**src/rtl/mobis_pkg.sv**
```systemverilog
// Shared types and constants for the meter value extractor.
// Used by the front parser, the item queue, the back scaler and the top level.
// Depends on nothing.
`default_nettype none

package mobis_pkg;

	// Header bytes that open a record.
	localparam logic [7:0] HDR_FIRST  = 8'd9;
	localparam logic [7:0] HDR_SECOND = 8'd6;
	localparam logic [7:0] HDR_ONE    = 8'd1;

	// Power subtype bytes.
	localparam logic [7:0] SUB_INSTANT = 8'd7;
	localparam logic [7:0] SUB_CUMUL   = 8'd8;

	// Group bytes for the power groups and the phase channels.
	localparam logic [7:0] GRP_POWER_LO = 8'd1;
	localparam logic [7:0] GRP_POWER_HI = 8'd4;
	localparam logic [7:0] GRP_AMP1     = 8'd31;
	localparam logic [7:0] GRP_AMP2     = 8'd51;
	localparam logic [7:0] GRP_AMP3     = 8'd71;
	localparam logic [7:0] GRP_VOL1     = 8'd32;
	localparam logic [7:0] GRP_VOL2     = 8'd52;
	localparam logic [7:0] GRP_VOL3     = 8'd72;

	// Quantity codes.
	localparam logic [3:0] QTY_AMP1 = 4'd8;
	localparam logic [3:0] QTY_AMP2 = 4'd9;
	localparam logic [3:0] QTY_AMP3 = 4'd10;
	localparam logic [3:0] QTY_VOL1 = 4'd11;
	localparam logic [3:0] QTY_VOL2 = 4'd12;
	localparam logic [3:0] QTY_VOL3 = 4'd13;
	localparam logic [3:0] QTY_FIRST_PHASE = 4'd8;

	// Bytes skipped before the value, per record kind.
	localparam logic [2:0] SKIP_POWER = 3'd5;
	localparam logic [2:0] SKIP_AMP   = 3'd6;
	localparam logic [2:0] SKIP_VOL   = 3'd4;

	// Division by 100 as a multiplication by a reciprocal; exact for all 16-bit inputs.
	localparam int unsigned  DIV100_SHIFT = 23;
	localparam logic [16:0]  DIV100_MULT  = 17'd83887;

	// One parsed reading between the front and the back.
	typedef struct packed {
		logic [3:0]  quantity;
		logic [15:0] raw;
	} mobis_item_t;

endpackage

`default_nettype wire

```
**src/rtl/mobis_front.sv**
```systemverilog
// Front parser: walks the byte stream, matches the record header and group,
// and hands each finished raw reading to the item queue. Uses mobis_pkg.
`default_nettype none

module mobis_front
	import mobis_pkg::*;
(
	input  wire logic        clk,
	input  wire logic        arst_n,
	input  wire logic        byte_valid,
	input  wire logic [7:0]  byte_data,
	output logic             item_valid,
	output mobis_item_t      item
);

	typedef enum logic [3:0] {
		ST_IDLE,
		ST_GOT9,
		ST_GOT96,
		ST_GOT961,
		ST_GROUP,
		ST_SUBTYPE,
		ST_SKIP,
		ST_HIGH,
		ST_LOW
	} state_t;

	state_t      state_q;
	logic [1:0]  group_q;
	logic [3:0]  qty_q;
	logic [2:0]  skip_q;
	logic [7:0]  high_q;

	// A reading is complete when the low value byte arrives.
	assign item_valid    = byte_valid && (state_q == ST_LOW);
	assign item.quantity = qty_q;
	assign item.raw      = {high_q, byte_data};

	// Parser state and the fields gathered along the record.
	always_ff @(posedge clk or negedge arst_n) begin
		if (!arst_n) begin
			state_q <= ST_IDLE;
			group_q <= '0;
			qty_q   <= '0;
			skip_q  <= '0;
			high_q  <= '0;
		end else if (byte_valid) begin
			case (state_q)
				ST_IDLE: begin
					state_q <= (byte_data == HDR_FIRST) ? ST_GOT9 : ST_IDLE;
				end
				ST_GOT9: begin
					state_q <= (byte_data == HDR_SECOND) ? ST_GOT96 : ST_IDLE;
				end
				ST_GOT96: begin
					state_q <= (byte_data == HDR_ONE) ? ST_GOT961 : ST_IDLE;
				end
				ST_GOT961: begin
					state_q <= (byte_data == HDR_ONE) ? ST_GROUP : ST_IDLE;
				end
				ST_GROUP: begin
					if (byte_data inside {[GRP_POWER_LO:GRP_POWER_HI]}) begin
						group_q <= 2'(byte_data - GRP_POWER_LO);
						state_q <= ST_SUBTYPE;
					end else begin
						case (byte_data)
							GRP_AMP1: begin
								qty_q   <= QTY_AMP1;
								skip_q  <= SKIP_AMP;
								state_q <= ST_SKIP;
							end
							GRP_AMP2: begin
								qty_q   <= QTY_AMP2;
								skip_q  <= SKIP_AMP;
								state_q <= ST_SKIP;
							end
							GRP_AMP3: begin
								qty_q   <= QTY_AMP3;
								skip_q  <= SKIP_AMP;
								state_q <= ST_SKIP;
							end
							GRP_VOL1: begin
								qty_q   <= QTY_VOL1;
								skip_q  <= SKIP_VOL;
								state_q <= ST_SKIP;
							end
							GRP_VOL2: begin
								qty_q   <= QTY_VOL2;
								skip_q  <= SKIP_VOL;
								state_q <= ST_SKIP;
							end
							GRP_VOL3: begin
								qty_q   <= QTY_VOL3;
								skip_q  <= SKIP_VOL;
								state_q <= ST_SKIP;
							end
							default: begin
								state_q <= ST_IDLE;
							end
						endcase
					end
				end
				ST_SUBTYPE: begin
					if (byte_data == SUB_INSTANT || byte_data == SUB_CUMUL) begin
						qty_q   <= {1'b0, group_q, (byte_data == SUB_CUMUL)};
						skip_q  <= SKIP_POWER;
						state_q <= ST_SKIP;
					end else begin
						state_q <= ST_IDLE;
					end
				end
				ST_SKIP: begin
					// The byte at a count of one or less is the last one ignored.
					if (skip_q <= 3'd1) begin
						skip_q  <= '0;
						state_q <= ST_HIGH;
					end else begin
						skip_q <= skip_q - 3'd1;
					end
				end
				ST_HIGH: begin
					high_q  <= byte_data;
					state_q <= ST_LOW;
				end
				ST_LOW: begin
					state_q <= ST_IDLE;
				end
				default: begin
					state_q <= ST_IDLE;
				end
			endcase
		end
	end

endmodule

`default_nettype wire

```
**src/rtl/mobis_queue.sv**
```systemverilog
// Short flip-flop queue of parsed readings between the front and the back.
// Uses mobis_pkg for the item type.
`default_nettype none

module mobis_queue
	import mobis_pkg::*;
#(
	parameter int unsigned DEPTH = 2
) (
	input  wire logic        clk,
	input  wire logic        arst_n,
	input  wire logic        wr_en,
	input  mobis_item_t      wr_item,
	output logic             full,
	input  wire logic        rd_en,
	output mobis_item_t      rd_item,
	output logic             empty
);

	localparam int unsigned PW = (DEPTH > 1) ? $clog2(DEPTH) : 1;
	localparam int unsigned CW = $clog2(DEPTH + 1);

	mobis_item_t   slot_q [DEPTH];
	logic [PW-1:0] wr_ptr_q;
	logic [PW-1:0] rd_ptr_q;
	logic [CW-1:0] count_q;

	logic do_wr;
	logic do_rd;

	assign full    = (count_q == CW'(DEPTH));
	assign empty   = (count_q == '0);
	assign do_wr   = wr_en && !full;
	assign do_rd   = rd_en && !empty;
	assign rd_item = slot_q[rd_ptr_q];

	// Storage slots.
	always_ff @(posedge clk) begin
		if (do_wr) begin
			slot_q[wr_ptr_q] <= wr_item;
		end
	end

	// Pointers and fill count.
	always_ff @(posedge clk or negedge arst_n) begin
		if (!arst_n) begin
			wr_ptr_q <= '0;
			rd_ptr_q <= '0;
			count_q  <= '0;
		end else begin
			if (do_wr) begin
				wr_ptr_q <= (wr_ptr_q == PW'(DEPTH - 1)) ? '0 : wr_ptr_q + PW'(1);
			end
			if (do_rd) begin
				rd_ptr_q <= (rd_ptr_q == PW'(DEPTH - 1)) ? '0 : rd_ptr_q + PW'(1);
			end
			if (do_wr && !do_rd) begin
				count_q <= count_q + CW'(1);
			end else if (do_rd && !do_wr) begin
				count_q <= count_q - CW'(1);
			end
		end
	end

endmodule

`default_nettype wire

```
**src/rtl/mobis_back.sv**
```systemverilog
// Back scaler: takes readings from the queue, applies the scale for the
// quantity and holds the result in an output register. Uses mobis_pkg.
`default_nettype none

module mobis_back
	import mobis_pkg::*;
(
	input  wire logic        clk,
	input  wire logic        arst_n,
	input  wire logic        src_empty,
	input  mobis_item_t      src_item,
	output logic             src_pop,
	input  wire logic        pop,
	output logic             empty,
	output logic [3:0]       quantity,
	output logic [19:0]      value
);

	logic        valid_q;
	logic [3:0]  qty_q;
	logic [19:0] value_q;

	logic [32:0] recip_prod;
	logic [19:0] times_ten;
	logic [19:0] scaled;

	// Load a new reading when the output register is free or being drained.
	assign src_pop = !src_empty && (!valid_q || pop);

	// Scale: cumulative power times ten, currents divided by 100, rest as is.
	assign recip_prod = {17'd0, src_item.raw} * {16'd0, DIV100_MULT};
	assign times_ten  = {1'b0, src_item.raw, 3'b000} + {3'b000, src_item.raw, 1'b0};

	always_comb begin
		scaled = {4'd0, src_item.raw};
		if (src_item.quantity < QTY_FIRST_PHASE && src_item.quantity[0]) begin
			scaled = times_ten;
		end else if (src_item.quantity inside {[QTY_AMP1:QTY_AMP3]}) begin
			scaled = {10'd0, recip_prod[DIV100_SHIFT +: 10]};
		end
	end

	// Output register valid flag.
	always_ff @(posedge clk or negedge arst_n) begin
		if (!arst_n) begin
			valid_q <= 1'b0;
		end else if (src_pop) begin
			valid_q <= 1'b1;
		end else if (pop) begin
			valid_q <= 1'b0;
		end
	end

	// Output register payload.
	always_ff @(posedge clk) begin
		if (src_pop) begin
			qty_q   <= src_item.quantity;
			value_q <= scaled;
		end
	end

	assign empty    = !valid_q;
	assign quantity = qty_q;
	assign value    = value_q;

endmodule

`default_nettype wire

```
**src/rtl/meter_obis_value_extractor.sv**
```systemverilog
// Top level of the meter value extractor: front parser, item queue, back scaler.
// Depends on mobis_pkg, mobis_front, mobis_queue and mobis_back.
//
//   Channel   Handshake          Payload
//   input     push / full        data_byte[7:0]
//   result    empty / pop        quantity[3:0], value[19:0]
//
// One byte is taken per cycle while full is low; the parser advances one step a byte.
// A reading reaches the result ports through the queue and then the scaler's output register:
// the queue is written at the edge that takes its low value byte, and the output register loads
// once it is free or being drained (the reciprocal multiply for currents sits in front of it).
// full rises only when the queue is full, which takes a stalled result side and several
// records; a waiting result does not stop input.
// Reset clears the parser state, the queue and the output valid flag at once.
`default_nettype none

module meter_obis_value_extractor
	import mobis_pkg::*;
#(
	parameter int unsigned QUEUE_DEPTH = 2
) (
	input  wire logic        clk,
	input  wire logic        arst_n,
	input  wire logic        push,
	output logic             full,
	input  wire logic [7:0]  data_byte,
	output logic             empty,
	input  wire logic        pop,
	output logic [3:0]       quantity,
	output logic [19:0]      value
);

	logic        byte_valid;
	logic        item_valid;
	mobis_item_t front_item;
	mobis_item_t queue_item;
	logic        queue_empty;
	logic        queue_pop;

	// A byte beat is taken whenever the queue has room.
	assign byte_valid = push && !full;

	mobis_front u_front (
		.clk        (clk),
		.arst_n     (arst_n),
		.byte_valid (byte_valid),
		.byte_data  (data_byte),
		.item_valid (item_valid),
		.item       (front_item)
	);

	mobis_queue #(
		.DEPTH (QUEUE_DEPTH)
	) u_queue (
		.clk     (clk),
		.arst_n  (arst_n),
		.wr_en   (item_valid),
		.wr_item (front_item),
		.full    (full),
		.rd_en   (queue_pop),
		.rd_item (queue_item),
		.empty   (queue_empty)
	);

	mobis_back u_back (
		.clk       (clk),
		.arst_n    (arst_n),
		.src_empty (queue_empty),
		.src_item  (queue_item),
		.src_pop   (queue_pop),
		.pop       (pop),
		.empty     (empty),
		.quantity  (quantity),
		.value     (value)
	);

endmodule

`default_nettype wire
```
**config.mk**
```make
export PLATFORM = sky130hd
export DESIGN_NAME = meter_obis_value_extractor
export DESIGN_NICKNAME = d
export VERILOG_FILES = /design/src/rtl/mobis_pkg.sv /design/src/rtl/mobis_front.sv /design/src/rtl/mobis_queue.sv /design/src/rtl/mobis_back.sv /design/src/rtl/meter_obis_value_extractor.sv
export SDC_FILE = /design/constraint.sdc
export NUM_CORES = 1
export LEC_CHECK = 0
export BUFFER_PORTS_ARGS = -buffer_cell sky130_fd_sc_hd__buf_4
export CAP_MARGIN = 10
export CORE_ASPECT_RATIO = 1.75
export CORE_MARGIN = 4
export CORE_UTILIZATION = 40
export CTS_CLUSTER_DIAMETER = 100
export DETAILED_ROUTE_END_ITERATION = 12
export PLACE_DENSITY_LB_ADDON = 0.1
export REMOVE_ABC_BUFFERS = 1
export SLEW_MARGIN = 20
export SYNTH_ARGS = -nofsm -noshare
export SYNTH_HDL_FRONTEND = slang
export SYNTH_HIERARCHICAL = 1
export SYNTH_SLANG_ARGS = --single-unit
```
**constraint.sdc**
```tcl
create_clock -name clk -period 12.75 [get_ports clk]
set_input_delay 0.6375 -clock clk [delete_from_list [all_inputs] [get_ports clk]]
set_output_delay 0.6375 -clock clk [all_outputs]
set_load 0.02 [all_outputs]
```
==> results.ini <==
[run_status]
status=completed

[min_path]
hold_path.class=primary input to asynchronous set/reset pin

[cts]
clk_latency_ns=0.35
hold_buffers=0
cts.sinks=90
htree_num_levels=3
path_clk_slew_ns=0.07
cts_resized=0
numCtsBuffers=9
cts_buffer_depth=2
cts_setup_buffers=0
cts_tree=done
root_buffer=clkbuf_16

[detailed_routing]
drt_iter0_markers=247
detail-route-antenna-nets=0
vias=6422
wl_um=24200
vias_per_cell=5.16
post_drt_wl_per_cell_um=19.5
drtPass1Iterations=4
drc=0

[final_layout]
drive_gt1_share_pct=10.0
final.fill_count=2292
antenna_cells=0
syn2layout_area_growth_pct=9.11
fin_nets=1189

[logic_synthesis]
avgSynthCellArea_um2=10.8
synth.area.top_cells=fa_1 20%, edfxtp_1 20%, ha_1 19%, inv_1 7.3%, dfrtp_1 6.7%
synth-seq-cells=90
yosysWarnings=6
yosys.area.top_type=fa_1
synth_top_area_share_pct=20.2
synth_seq_area_share_pct=26.5
syn_inst=900
synth-main-ff-cell=edfxtp_1
yosysMostFrequentCell=inv_1
synth_edf_count=64
synth.cells.most_frequent=189 x inv_1, 148 x ha_1, 98 x fa_1
ys_types=78
synth_async_sr_flop_share_pct=28.9
syn_area_mm2=0.00971

[sta]
setup_tns_ns=0
relSlewSlack_pct=35.9
slew_viol_final=0
rsz0062_at_grt=no
tightestPinTransition_ns=0.961
fin_crit_sh_pct=58.5
setup_violations=0
hold_viol_final=0
final.setup_skew_ns=0.0136
period_needed_ns=7.46
fmax_ghz=0.134

[worst_setup_path]
crit_type=flop to flop
startpoint_type=flop
crit_buf_inv=3
slowest_delay_ns=0.94
path_cells=mux2_1 > inv_1 > fa_1 > xnor2_1 > ha_1 > fa_1 > fa_1 > fa_1 > inv_1 > fa_1 > inv_1 > ha_1 > and4_1 > a41oi_1 > nand4_1 > a221oi_1 > o21ai_0 > xnor2_1 > o221ai_1
path_max_fanout=21
crit_path_end_kind=flop
crit_slowest_cell=dfrtp_1
path_common_cell=fa_1
crit_family=adder cells
crit_arrival_ns=7.52
crit_required_ns=12.82

[run]
cap_violations=0

[global_routing]
track_usage_pct=18.4
grt_pass1_vias=7037
grt_max_degree=27
grt_antenna_before_repair=0
grt_pass1_wl_um=38200
grt.overflow.total=0

[place]
dp_hpwl_um=20100
io_buffers=37
gp_congestion=0.867

[die]
pin_count=38
die-area_mm2=0.0269
start_util_pct=40.6
die_w_um=126
rows=75
fp.dieH_um=214
core_area_mm2=0.0239

## metal layers
layer	share of wire, %	GRT usage [%]
met5	0	0
met2	55	35.0
met4	3.5	7.12
met1	39	20.5
met3	1.9	1.97
## final timing paths
check	from	to	slack [ns]	depth (start not counted)
max	u_queue/rd_ptr_q$_DFFE_PN0P_	u_back/value[9]$_DFFE_PP_	5.30	19
min	arst_n	u_front/skip_q[1]$_DFFE_PN0P_	0.19	1
max reg2reg	u_queue/rd_ptr_q$_DFFE_PN0P_	u_back/value[9]$_DFFE_PP_	5.30	19
min reg2reg	u_front/high_q[7]$_DFFE_PN0P_	u_queue/slot_q[0][15]$_DFFE_PP_	0.47	0
max in group asynchronous	arst_n	u_front/high_q[1]$_DFFE_PN0P_	12.28	1
min in group clk	pop	u_back/valid_q$_DFFE_PN0P_	0.47	2
## state kept, by name (all words and copies together) (netlist names)
name / cells
u_back/valid_q: 1
u_front/skip_q: 3
u_front/state_q: 4
u_back/quantity: 4
u_queue/count_q: 2
u_front/qty_q: 4
u_front/group_q: 2
u_queue/wr_ptr_q: 1
u_front/high_q: 8
u_queue/slot_q: 40
u_queue/rd_ptr_q: 1
u_back/value: 20
## area by class of cell
cell class	count	area, µm²	area share, %
timing repair buffer	42	315	2.98
tap	308	385	3.64
multi-input combinational	599	6300	59.5
clock buffer	10	250	2.36
inverter	189	709	6.69
clock inverter	6	63.8	0.602
sequential	90	2570	24.3
## metrics by stage
stage	hold WS (ns)	worst slack [ns]	std cells	utilization, %	cell area [µm²]
after floorplan	0.342	6.14	878	-	9580
after global placement	0.449	5.33	1228	43.0	10300
after detailed placement	0.460	5.25	1228	43.0	10300
after CTS	0.193	5.22	1244	44.3	10600
after global routing	0.206	4.76	1244	44.3	10600
final	0.189	5.30	1244	44.3	10600
## cells in the final DEF, fill, tap and decap left out, drive strengths merged, types with 3 or more instances in the layout
master,count
and3,5
a221oi,4
a32o,3
nor3b,4
inv,192
nor3,16
o2111ai,3
edfxtp,64
buf,42
nand3b,3
and3b,4
nand2,30
clkbuf,10
o21bai,3
a22oi,4
mux2i,3
or2,3
nor2,34
mux2,35
a211oi,4
o21ai,33
ha,148
fa,98
xor2,9
nand4,7
dfrtp,26
a21o,14
nand2b,10
a21oi,30
xnor2,17
o221ai,3
nand3,14
a41oi,3
o211ai,3
a31oi,7
nor2b,14
## cells by family after synthesis
kind of cell    after synthesis  synth area share (%)
mux                          38                  4.48
fa+ha+maj                   246                  39.3
compound gates              128                  9.02
flops                        90                  26.5
buf+inv                     211                  8.68
xor+xnor                     26                  2.34
simple gates                161                  9.73
Power is not shown: default switching activity piles up to over one toggle a cycle in this logic, so the estimate is an artifact.
